<file path="src/rtl/ps2_mouse_packet_tracker_defines.svh">
// assertion macros shared by the tracker rtl
`ifndef PS2_MOUSE_PACKET_TRACKER_DEFINES_SVH
`define PS2_MOUSE_PACKET_TRACKER_DEFINES_SVH

// antecedent in a cycle implies consequent in the same cycle
`define PS2MT_ASSERT_SAME(label, clk, rst, ante, cons) \
   label: assert property (@(posedge clk) disable iff (rst) (ante) |-> (cons)) \
      else $error("ps2 tracker check failed");

// antecedent in a cycle implies consequent in the next cycle
`define PS2MT_ASSERT_NEXT(label, clk, rst, ante, cons) \
   label: assert property (@(posedge clk) disable iff (rst) (ante) |=> (cons)) \
      else $error("ps2 tracker check failed");

`endif

</file>
<file path="src/rtl/ps2mt_pkg.sv">
// types and constants of the ps2 mouse packet tracker
package ps2mt_pkg;

   localparam int CoordBitsDefault = 12;
   localparam int FieldBits        = 12;
   localparam int CsrIndexBits     = 3;

   localparam int MaxXReset  = 1023;
   localparam int MaxYReset  = 767;
   localparam int HomeXReset = 512;
   localparam int HomeYReset = 384;

   localparam int SyncBit = 3;

   typedef enum logic [CsrIndexBits-1:0] {
      CSR_MAX_X  = 3'd0,
      CSR_MAX_Y  = 3'd1,
      CSR_HOME_X = 3'd2,
      CSR_HOME_Y = 3'd3
   } csr_index_type;

   typedef enum logic [1:0] {
      PHASE_SYNC = 2'd0,
      PHASE_DX   = 2'd1,
      PHASE_DY   = 2'd2
   } phase_type;

   typedef struct packed {
      logic [7:0] rx_byte;
      logic       from_aux;
   } req_payload_type;

   typedef struct packed {
      logic [FieldBits-1:0] pointer_x;
      logic [FieldBits-1:0] pointer_y;
   } rsp_payload_type;

   typedef struct packed {
      logic            emit;
      rsp_payload_type point;
   } core_result_type;

endpackage

</file>
<file path="src/rtl/ps2mt_core.sv">
// packet framing, position state and add-and-clamp
`include "ps2_mouse_packet_tracker_defines.svh"

module ps2mt_core #(
   parameter int COORD_BITS = ps2mt_pkg::CoordBitsDefault
) (
   input  logic                      clock,
   input  logic                      reset,
   input  logic                      step,
   input  ps2mt_pkg::req_payload_type item,
   input  logic [COORD_BITS-1:0]     max_x,
   input  logic [COORD_BITS-1:0]     max_y,
   output ps2mt_pkg::core_result_type result
);

   localparam int SumBits = COORD_BITS + 2;

   ps2mt_pkg::phase_type  phase_ff, phase_in;
   logic [7:0]            dx_ff, dx_in;
   logic [COORD_BITS-1:0] pos_x_ff, pos_x_in;
   logic [COORD_BITS-1:0] pos_y_ff, pos_y_in;

   logic signed [SumBits-1:0] sum_x;
   logic signed [SumBits-1:0] sum_y;
   logic [COORD_BITS-1:0]     clamp_x;
   logic [COORD_BITS-1:0]     clamp_y;

   // x gains dx, y loses dy since screen y points down
   always_comb begin
      sum_x = signed'({2'b00, pos_x_ff}) + SumBits'(signed'(dx_ff));
      sum_y = signed'({2'b00, pos_y_ff}) - SumBits'(signed'(item.rx_byte));
      if (sum_x < 0) begin
         clamp_x = '0;
      end else if (sum_x > signed'({2'b00, max_x})) begin
         clamp_x = max_x;
      end else begin
         clamp_x = sum_x[COORD_BITS-1:0];
      end
      if (sum_y < 0) begin
         clamp_y = '0;
      end else if (sum_y > signed'({2'b00, max_y})) begin
         clamp_y = max_y;
      end else begin
         clamp_y = sum_y[COORD_BITS-1:0];
      end
   end

   always_comb begin
      phase_in = phase_ff;
      dx_in    = dx_ff;
      pos_x_in = pos_x_ff;
      pos_y_in = pos_y_ff;
      result.emit            = item.from_aux && (phase_ff == ps2mt_pkg::PHASE_DY);
      result.point.pointer_x = ps2mt_pkg::FieldBits'(clamp_x);
      result.point.pointer_y = ps2mt_pkg::FieldBits'(clamp_y);
      if (step && item.from_aux) begin
         case (phase_ff)
            ps2mt_pkg::PHASE_DX: begin
               dx_in    = item.rx_byte;
               phase_in = ps2mt_pkg::PHASE_DY;
            end
            ps2mt_pkg::PHASE_DY: begin
               phase_in = ps2mt_pkg::PHASE_SYNC;
               pos_x_in = clamp_x;
               pos_y_in = clamp_y;
            end
            default: begin
               // a first byte without the sync bit is dropped to resync
               phase_in = item.rx_byte[ps2mt_pkg::SyncBit] ? ps2mt_pkg::PHASE_DX
                                                           : ps2mt_pkg::PHASE_SYNC;
            end
         endcase
      end
   end

   always_ff @(posedge clock) begin
      if (reset) begin
         phase_ff <= ps2mt_pkg::PHASE_SYNC;
         dx_ff    <= '0;
         pos_x_ff <= COORD_BITS'(ps2mt_pkg::HomeXReset);
         pos_y_ff <= COORD_BITS'(ps2mt_pkg::HomeYReset);
      end else begin
         phase_ff <= phase_in;
         dx_ff    <= dx_in;
         pos_x_ff <= pos_x_in;
         pos_y_ff <= pos_y_in;
      end
   end

   `PS2MT_ASSERT_NEXT(a_sync_after_emit, clock, reset, step && result.emit,
                      phase_ff == ps2mt_pkg::PHASE_SYNC)
   `PS2MT_ASSERT_NEXT(a_dx_held, clock, reset, !(step && item.from_aux), $stable(dx_ff))

endmodule

</file>
<file path="src/rtl/ps2_mouse_packet_tracker.sv">
// top level of the ps2 mouse packet tracker
//
// Bytes from the ps2 auxiliary port come in on the req channel, one beat per
// byte; bytes with from_aux low are dropped. Three-byte packets are framed,
// the first byte must carry bit 3 or it is discarded. Each completed packet
// gives one rsp beat with the clamped pointer position.
// The csr channel writes max_x and max_y; home_x and home_y writes are taken
// and dropped, and csr_ready is always high. The home values are the reset
// position only, so later home writes leave the pointer where it is.
// Throughput is one byte per cycle unless a third byte waits for the output
// register: a byte is held in the input register, where the add-and-clamp
// and the state update take place, and the result is loaded into the output
// register, which drives rsp_valid.
// When the receiver stalls, bytes that give no result keep flowing; a third
// byte waits in the input register until the output register is free.
// Reset is synchronous: packet framing restarts, limits return to 1023 and
// 767, and the pointer goes to 512, 384.
`include "ps2_mouse_packet_tracker_defines.svh"

module ps2_mouse_packet_tracker #(
   parameter int COORD_BITS = ps2mt_pkg::CoordBitsDefault
) (
   input  logic                                 clock,
   input  logic                                 reset,
   input  logic                                 req_valid,
   output logic                                 req_ready,
   input  ps2mt_pkg::req_payload_type           req_data,
   output logic                                 rsp_valid,
   input  logic                                 rsp_ready,
   output ps2mt_pkg::rsp_payload_type           rsp_data,
   input  logic                                 csr_valid,
   output logic                                 csr_ready,
   input  logic [ps2mt_pkg::CsrIndexBits-1:0]   csr_index,
   input  logic [ps2mt_pkg::FieldBits-1:0]      csr_wdata
);

   logic                       in_valid_ff, in_valid_in;
   ps2mt_pkg::req_payload_type in_data_ff;
   logic                       rsp_valid_ff, rsp_valid_in;
   ps2mt_pkg::rsp_payload_type rsp_data_ff;
   logic [COORD_BITS-1:0]      max_x_ff;
   logic [COORD_BITS-1:0]      max_y_ff;

   ps2mt_pkg::core_result_type result;
   logic                       in_advance;
   logic                       load_rsp;
   logic [COORD_BITS-1:0]      csr_value;

   ps2mt_core #(
      .COORD_BITS(COORD_BITS)
   ) u_core (
      .clock  (clock),
      .reset  (reset),
      .step   (in_advance),
      .item   (in_data_ff),
      .max_x  (max_x_ff),
      .max_y  (max_y_ff),
      .result (result)
   );

   // a byte that gives a result needs the output register free
   assign in_advance = in_valid_ff && (!result.emit || !rsp_valid_ff || rsp_ready);
   assign load_rsp   = in_advance && result.emit;
   assign req_ready  = !in_valid_ff || in_advance;

   always_comb begin
      in_valid_in = in_valid_ff;
      if (req_ready) begin
         in_valid_in = req_valid;
      end
      rsp_valid_in = rsp_valid_ff;
      if (load_rsp) begin
         rsp_valid_in = 1'b1;
      end else if (rsp_ready) begin
         rsp_valid_in = 1'b0;
      end
   end

   always_ff @(posedge clock) begin
      if (reset) begin
         in_valid_ff  <= 1'b0;
         rsp_valid_ff <= 1'b0;
      end else begin
         in_valid_ff  <= in_valid_in;
         rsp_valid_ff <= rsp_valid_in;
      end
   end

   always_ff @(posedge clock) begin
      if (req_valid && req_ready) begin
         in_data_ff <= req_data;
      end
      if (load_rsp) begin
         rsp_data_ff <= result.point;
      end
   end

   // home values are reset values only, so home writes are taken and dropped
   assign csr_ready = 1'b1;
   assign csr_value = COORD_BITS'(csr_wdata);

   always_ff @(posedge clock) begin
      if (reset) begin
         max_x_ff <= COORD_BITS'(ps2mt_pkg::MaxXReset);
         max_y_ff <= COORD_BITS'(ps2mt_pkg::MaxYReset);
      end else if (csr_valid && csr_ready) begin
         case (csr_index)
            ps2mt_pkg::CSR_MAX_X: max_x_ff <= csr_value;
            ps2mt_pkg::CSR_MAX_Y: max_y_ff <= csr_value;
            default: ;
         endcase
      end
   end

   assign rsp_valid = rsp_valid_ff;
   assign rsp_data  = rsp_data_ff;

   `PS2MT_ASSERT_SAME(a_stall_cause, clock, reset, in_valid_ff && !in_advance,
                      rsp_valid_ff && !rsp_ready && result.emit)
   `PS2MT_ASSERT_NEXT(a_result_loaded, clock, reset, load_rsp, rsp_valid_ff)
   `PS2MT_ASSERT_SAME(a_empty_ready, clock, reset, !in_valid_ff, req_ready)

endmodule
</file>
<file path="config.mk">
export PLATFORM = sky130hd
export DESIGN_NAME = ps2_mouse_packet_tracker
export DESIGN_NICKNAME = d
export VERILOG_FILES = /design/src/rtl/ps2mt_pkg.sv /design/src/rtl/ps2mt_core.sv /design/src/rtl/ps2_mouse_packet_tracker.sv
export VERILOG_INCLUDE_DIRS = /design/src /design/src/rtl
export SDC_FILE = /design/constraint.sdc
export NUM_CORES = 1
export LEC_CHECK = 0
export ABC_AREA = 1
export BUFFER_PORTS_ARGS = -buffer_cell sky130_fd_sc_hd__buf_2
export CORE_ASPECT_RATIO = 0.6
export CORE_MARGIN = 3
export CORE_UTILIZATION = 60
export CTS_CLUSTER_SIZE = 25
export DETAILED_ROUTE_END_ITERATION = 10
export MAX_ROUTING_LAYER = met4
export PLACE_DENSITY_LB_ADDON = 0.15
export SKIP_CTS_REPAIR_TIMING = 1
export SYNTH_ARGS = -nofsm -noshare
export SYNTH_HDL_FRONTEND = slang
export SYNTH_SLANG_ARGS = --single-unit
export TNS_END_PERCENT = 1
</file>
<file path="constraint.sdc">
create_clock -name clock -period 3.7 [get_ports clock]
set_input_delay 1.11 -clock clock [delete_from_list [all_inputs] [get_ports clock]]
set_output_delay 1.11 -clock clock [all_outputs]
set_load 0.1 [all_outputs]
</file>
Word level (Yosys, flattened, before mapping)
Cells that the tools add are included.
{"block": "op_classes", "eq_ne": 3, "order_cmp": 4, "n_reduce_logical": 17, "mux": 8, "addsub": 2}
{"op": "2-to-1 mux 12 bit", "n": 4}
{"op": "greater-than comparator 14 x 13 -> 1 bit", "n": 2}
{"op": "less-than comparator 14 x 1 -> 1 bit (second input constant)", "n": 2}
{"op": "adder 13 x 8 -> 14 bit", "n": 1}
{"op": "subtractor 13 x 8 -> 14 bit", "n": 1}
{"op": "AND reduction 2 bit", "n": 4}
{"op": "logical AND 1 bit", "n": 5}
{"op": "one-hot mux 2 bit (2 select lines)", "n": 1}
{"op": "equality test 3 x 1 -> 1 bit (second input constant)", "n": 1}
{"op": "logical NOT 1 bit", "n": 3}
{"op": "logical NOT 3 bit", "n": 1}
{"op": "logical OR 1 bit", "n": 3}
{"op": "2-to-1 mux 1 bit", "n": 3}
{"op": "equality test 2 x 1 -> 1 bit (second input constant)", "n": 1}
{"op": "equality test 2 bit (second input constant)", "n": 1}
{"op": "nonzero test 2 bit", "n": 1}
{"block": "word_totals", "register_bits": 93, "output_inout_bits": 27}

Logic depth before layout (Yosys ltp)
Gate-level depths: netlist (run 1).
{"block": "logic_depth", "ltp_word": 8, "ltp_mapped": 28, "mapped_depth_nobuf": 27}

Hierarchy
From an unflattened synthesis (run 1), not the netlist that was laid out.
{"block": "unflattened", "hier_cells": 791, "hier_area_um2": 5994.5}
{"mod": "ps2mt_core", "instances": 1, "area_per_inst_um2": 3877.5, "cells_per_inst": 609, "seq_area_each_um2": 680.7}
{"mod": "ps2_mouse_packet_tracker", "instances": 1, "area_per_inst_um2": 2117.0, "cells_per_inst": 182, "seq_area_each_um2": 1511.4}

Worst setup path after synthesis (run 1)
Ideal clock, no wire load.
{"block": "synth_path", "kind": "register -> register", "start": "register in_data_ff[1] (netlist name)", "end": "register rsp_data_ff (netlist bit rsp_data[8]) (data pin)", "period_less_slack_ns": 3.146, "setup_time_ns": 0.255, "t_required_ns": 3.445, "stages_incl_launch_ff": 23, "arrival_ns": 2.891, "n_path_buf": 0, "setup_slack_ns": 0.554, "cell_sequence": "edfxtp_1 -> ha_1 -> inv_1 -> fa_1 -> nand3_1 -> nand2_1 -> a21oi_1 -> o21ai_0 -> xnor2_1 -> inv_1 -> ha_1 -> nand2_1 -> inv_1 -> nand3_1 -> nor2_1 -> nor3b_1 -> nand2_1 -> nand2_1 -> nand2_1 -> nand2_1 -> nand2_2 -> or2_0 -> and2_1"}
{"item": "start, declared", "line_no": "ps2_mouse_packet_tracker.sv:38", "source": "ps2mt_pkg::req_payload_type in_data_ff;"}
{"item": "start signal, assigned", "line_no": "ps2_mouse_packet_tracker.sv:91", "source": "in_data_ff <= req_data;"}
{"item": "end signal, assigned", "line_no": "ps2_mouse_packet_tracker.sv:94", "source": "rsp_data_ff <= result.point;"}
{"item": "end, declared", "line_no": "ps2_mouse_packet_tracker.sv:40", "source": "ps2mt_pkg::rsp_payload_type rsp_data_ff;"}

==> results of run 1 <==
==> final cells by class <==
type / count / share of cell area (%)
clock buffer: 13 / 4.45
inverter: 110 / 6.56
clock inverter: 3 / 0.375
tap: 112 / 2.21
sequential: 93 / 34.6
multi-input combinational: 456 / 45.3
timing repair buffer: 70 / 6.48
==> power by group through the flow <==
stage / clock [mW] / sequential [mW] / combinational [mW]
2_1_floorplan: 0 / 1.12 / 0.220
3_3_place_gp: 0 / 1.12 / 0.302
3_5_place_dp: 0 / 1.12 / 0.310
4_1_cts: 0.936 / 1.10 / 0.312
5_1_grt: 0.986 / 1.10 / 0.391
6_report: 0.930 / 1.10 / 0.354
==> Yosys cell counts (3+ instances only) <==
master	count	area, sq um
a21o_1	4	30.0
a21oi_1	58	290
a21oi_2	8	70.1
a31oi_1	4	25.0
buf_2	4	20.0
buf_6	5	56.3
clkbuf_1	11	41.3
clkinv_1	3	11.3
dfxtp_1	60	1200
edfxtp_1	33	991
ha_1	52	651
inv_1	107	402
nand2_1	155	582
nand2_2	6	37.5
nand3_1	43	215
nand3_2	3	30.0
nand3b_1	3	22.5
nand4_1	9	56.3
nor2_1	17	63.8
o211ai_1	19	143
o21a_1	6	45.0
o21ai_0	28	140
o21bai_1	3	22.5
xnor2_1	10	87.6
xor2_1	9	78.8
==> cell families (layout without fill, tap and decap cells) <==
group	after synthesis	count (layout)
simple gates	244	245
compound gates	137	137
buf+inv	131	196
flops	93	93
fa+ha+maj	54	54
xor+xnor	19	19
other cells	1	1
==> flip-flops by register name (all words and copies together) (netlist names) <==
| register | flops |
|---|---|
| max_y_ff | 12 |
| max_x_ff | 12 |
| u_core.pos_x_ff | 12 |
| rsp_data | 24 |
| u_core.dx_ff | 8 |
| in_valid_ff | 1 |
| in_data_ff | 9 |
| u_core.pos_y_ff | 12 |
| rsp_valid | 1 |
| u_core.phase_ff | 2 |
==> worst max-delay path by stage <==
stage                       start          end  slack [ns]  cells past startpoint
finish              in_data_ff[3]  rsp_data[8]        0.12                     18
global route        in_data_ff[3]  rsp_data[8]       -0.05                     23
CTS                 in_data_ff[8]  rsp_data[8]       -0.02                     24
detailed placement  in_data_ff[8]  rsp_data[8]        0.02                     24
global placement    in_data_ff[8]  rsp_data[8]        0.19                     24
floorplan           in_data_ff[1]  rsp_data[8]        0.55                     22
==> critical path, stage by stage, from the launching register on <==
cell	delay, ns
edfxtp_1	0.42
inv_2	0.10
ha_4	0.21
a21oi_1	0.17
nand2_1	0.14
a21oi_4	0.23
o21ai_0	0.13
xor2_1	0.34
ha_1	0.32
a21oi_1	0.18
nor2_1	0.07
nor3b_1	0.18
nand2_1	0.08
nand2_1	0.09
nand2_1	0.07
nand2_2	0.13
nand2_4	0.10
or2_0	0.22
and2_1	0.16
==> layer usage <==
layer / vias up / global-route usage [%]
li1: 2367 / -
met1: 2194 / 45.7
met2: 203 / 36.4
met3: 13 / 5.85
met4: 0 / 4.15
met5: - / -
==> impl_metrics.ini, run 1 <==
[worst_hold_path]
hold_class = flip-flop to flip-flop
worstHoldStart = u_core.dx_ff[2]
min_to = u_core.dx_ff[2]
holdPathStages = 2

[clock_network]
cts.sinks = 93
h-tree-depth = 3
root_buffer = clkbuf_16
clock_path_buffers = 2
worstSkewPairLatency_ns = 0.34
cts.clk_slew.worst_paths_ns = 0.07
tritoncts = built
numCtsBuffers = 9

[drt]
drc = 0
met2_length_um = 5180
wl_met1_um = 7430
top_layer_used = met4
first_pass_iters = 5
vias = 4777
post_drt_wl_per_cell_um = 16.3
drt-total-wl_um = 14000
met3_length_um = 1280
viasPerCell = 5.57
drt_iter0_drc = 413
drtAntennaViolNets = 0

[pwr]
p_int_mw = 1.75
switching_share_pct = 26.5
power.density_nw_per_um2 = 376
seqPwrFrac_pct = 46.1
p_leak_nw = 3.19
p_comb_share_pct = 14.9
power_mw = 2.38
p_switching_mw = 0.632
p_clk_share_pct = 39.0
vdd_drop_max_uv = 271

[synth]
yosys.area_share.simple_pct = 19.5
synth-async-reset-ratio_pct = 0
synth_edf_count = 33
synthesis.area_sq_um = 5490
synth-adder-area-share_pct = 12.6
synth_top_family_by_area = simple AND/OR/NAND/NOR gates
ys_seq_area_share_pct = 39.9
avgSynthCellArea_sq_um = 8.08
muxShareOfSynthArea_pct = 0
postSynthCellCount = 679
syn_nets = 762
synthDistinctLibCells = 40
synth_compound_area_share_pct = 15.1
ys_warn_count = 0
synth-xor-area-share_pct = 3.03
ys_seq_elements = 93
yosys_most_used_dff = dfxtp_1

[sta]
finalMaxSlewViolations = 0
layout_setup_ws_ns = 0.123
min_period_ns = 3.58
fin_crit_sh_pct = 96.7
hold_violations = 0
worst_slew_pin_slew_ns = 0.757
fmax_mhz = 280
setup_viol = 0
finalSetupTns_ns = 0
rsz0062_at_grt = yes
slew_headroom_pct = 49.3
holdWs_ns = 0.476
finClkSkew_ns = 0.00879

[final_layout]
final_area_sq_um = 6330
final_cell_mix = nand2_1, inv_1, dfxtp_1
nNetsFinal = 823
final_common_cell = nand2_1
nFillCells = 673
multi_input_area_sq_um = 2870
final_cells = 857
antenna-diode-count = 0
fin_util_pct = 72.9
drive_gt1_share_pct = 17.6
seqCellArea_sq_um = 2190
synthToLayoutAreaGrowth_pct = 15.3

[critical_path]
critPathCaptureType = flip-flop
r2r_start = in_data_ff[3]
rrSetupSlack_ns = 0.12
worst-r2r-cell-count = 18
cp.arrival_ns = 3.68
startpoint_type = flip-flop
critical_path_required_ns = 3.81
crit_type = flip-flop to flip-flop
cp_max_fo = 7
rr_endpoint = rsp_data[8]

[floorplanning]
std_cell_rows = 26
dieWidth_um = 129
dieHeight_um = 80.1
core_area_sq_um = 8690
io_pins = 56
initial_core_util_pct = 63.2
die-area_sq_um = 10400

[run_status]
status = finished clean

[placed_design]
pre_cts_ws_ns = 0.0194
io_buffers = 54
place_congestion = 0.947
place_area_sq_um = 5860
place_inst = 834
hpwlAfterDp_um = 10600

[global_route]
grt_overflow = 0
grt_pass1_vias = 4204
grt_max_degree = 47
grt_first_pass_wirelength_um = 22000
gr-usage-all-layers_pct = 28.3
antenna_found_initial = 0

[run]
cap_violations = 0
Note: power is estimated with default switching activity, not from simulation.
==> run 2, diff against run 1 <==
--- a/config.mk
+++ b/config.mk
@@ -9,7 +9,7 @@
 export ABC_AREA = 1
 export BUFFER_PORTS_ARGS = -buffer_cell sky130_fd_sc_hd__buf_2
 export CORE_ASPECT_RATIO = 0.6
-export CORE_MARGIN = 3
+export CORE_MARGIN = 2
 export CORE_UTILIZATION = 60
 export CTS_CLUSTER_SIZE = 25
 export DETAILED_ROUTE_END_ITERATION = 10
==> impl_metrics.ini, run 2 (synthesis results as in run 1) <==
[placed_design]
io_buffers = 54
place_inst = 833
hpwlAfterDp_um = 10600
place_congestion = 0.969

[final_layout]
nNetsFinal = 822
largest_reg_flops = 24
drive_gt1_share_pct = 17.5
synthToLayoutAreaGrowth_pct = 15.0
final_cells = 857
final_cell_mix = nand2_1, inv_1, dfxtp_1
final_common_cell = nand2_1

[sta]
fin_crit_sh_pct = 94.5
hold_violations = 0
setup_viol = 0
finalMaxSlewViolations = 0
fmax_mhz = 286
min_period_ns = 3.50
worst_slew_pin_slew_ns = 0.815
finClkSkew_ns = 0.00866
slew_headroom_pct = 45.6
holdWs_ns = 0.481

[global_route]
grt_overflow = 0
global_route.usage.met3_pct = 6.48
grtUsageMet2_pct = 40.8
grt_pass1_vias = 4392
globalRouteMet1Util_pct = 46.5
gr-usage-all-layers_pct = 30.1
busiest_layer = met1
antenna_found_initial = 1
grt_first_pass_wirelength_um = 22600
grt_max_degree = 48

[drt]
drt_iter0_drc = 537
drt-total-wl_um = 14100
viasPerCell = 5.63
vias = 4826
drc = 0
first_pass_iters = 5
post_drt_wl_per_cell_um = 16.5
drtAntennaViolNets = 0

[floorplanning]
dieWidth_um = 127
die-area_sq_um = 9950
core_area_sq_um = 8690
io_pins = 56
initial_core_util_pct = 63.2
std_cell_rows = 26
dieHeight_um = 78.1

[critical_path]
worst-r2r-cell-count = 20
critPathMaxStageDelay_ns = 0.39
rrSetupSlack_ns = 0.20
cp_max_fo = 13
startpoint_type = flip-flop
critPathCaptureType = flip-flop
rr_endpoint = rsp_data[8]
path_cells = inv_1 -> ha_1 -> nand2_1 -> inv_1 -> a21oi_4 -> buf_4 -> o21ai_0 -> xor2_1 -> buf_4 -> ha_1 -> a21oi_1 -> nor2_1 -> nor3b_1 -> nand2_1 -> nand2_1 -> nand2_1 -> nand2_2 -> nand2_4 -> or2_0 -> and2_1
crit_path_frequent_cell = nand2_1
crit_slowest_cell = edfxtp_1
r2r_start = in_data_ff[4]
crit_type = flip-flop to flip-flop
cp.arrival_ns = 3.61
critical_path_required_ns = 3.81
critPathLaunch = in_data_ff[4]

[worst_hold_path]
worstHoldStart = u_core.dx_ff[0]
hold_class = flip-flop to flip-flop
holdPathStages = 2
min_to = u_core.dx_ff[0]

[clock_network]
numCtsBuffers = 9
clock_path_buffers = 2
root_buffer = clkbuf_16
cts.sinks = 93
tritoncts = built
worstSkewPairLatency_ns = 0.35
h-tree-depth = 3
cts.clk_slew.worst_paths_ns = 0.07

[pwr]
vdd_drop_max_uv = 270
power.density_nw_per_um2 = 378
p_leak_nw = 3.18

[run]
cap_violations = 0

[run_status]
status = finished clean
[run 2: cell count changes in the layout (fill, tap and decap cells not counted), sizes merged]
cell    previous run  this run
nand2            164       163
diode              0         1
clkinv             4         7
clkbuf            13         9
bufinv             0         1
[run 2: metal layers]
metal  up-vias  wire [um]
met2       211       5430
li1       2365          -
met4         0        100
met1      2241       7320
met3         9       1260
met5         -          0
[run 2: worst max-delay path by stage]
| stage | cells past startpoint | end | slack (ns) |
|---|---|---|---|
| after floorplan | 22 | rsp_data[8] | 0.55 |
| after global routing | 24 | rsp_data[8] | -0.05 |
| after detailed placement | 24 | rsp_data[8] | 0.04 |
| after global placement | 21 | rsp_data[8] | 0.21 |
| final | 20 | rsp_data[8] | 0.20 |
| after CTS | 24 | rsp_data[8] | 0.02 |
[run 2: worst max-delay path: cells and delay by family, from the launching register on]
kind / cells / cell delay (ns)
and+or+nand+nor: 10 / 1.19
adders and majority gates: 2 / 0.66
buffers and inverters: 4 / 0.44
DFF: 1 / 0.39
AOI/OAI and AO/OA: 3 / 0.38
xor gates and xnor gates: 1 / 0.17
[run 2: per-stage QoR]
step / utilization [%] / setup slack [ns] / TNS (ns) / power, mW / instance area (sq um)
final: 72.7 / 0.204 / 0 / 2.38 / 6310
after floorplan: - / 0.554 / 0 / 1.34 / 5490
after global routing: 72.7 / -0.0512 / -0.114 / 2.48 / 6310
after CTS: 70.8 / 0.0235 / 0 / 2.36 / 6150
after global placement: 67.4 / 0.209 / 0 / 1.42 / 5850
after detailed placement: 67.4 / 0.0408 / 0 / 1.43 / 5850
[run 2: power by group]
part | internal [mW] | leakage, nW | switching [mW]
clock | 0.528 | 0.148 | 0.410
combinational | 0.124 | 2.24 | 0.226
sequential | 1.09 | 0.789 | 0.0113
[run 2: area by class of cell]
type / instances / area, sq um
Multi-Input combinational cell: 455 / 2860
Fill cell: 677 / 2370
Sequential cell: 93 / 2190
Inverter: 110 / 415
Timing Repair Buffer: 70 / 403
Clock buffer: 9 / 225
Tap cell: 112 / 140
Clock inverter: 7 / 73.8
Antenna cell: 1 / 2.50
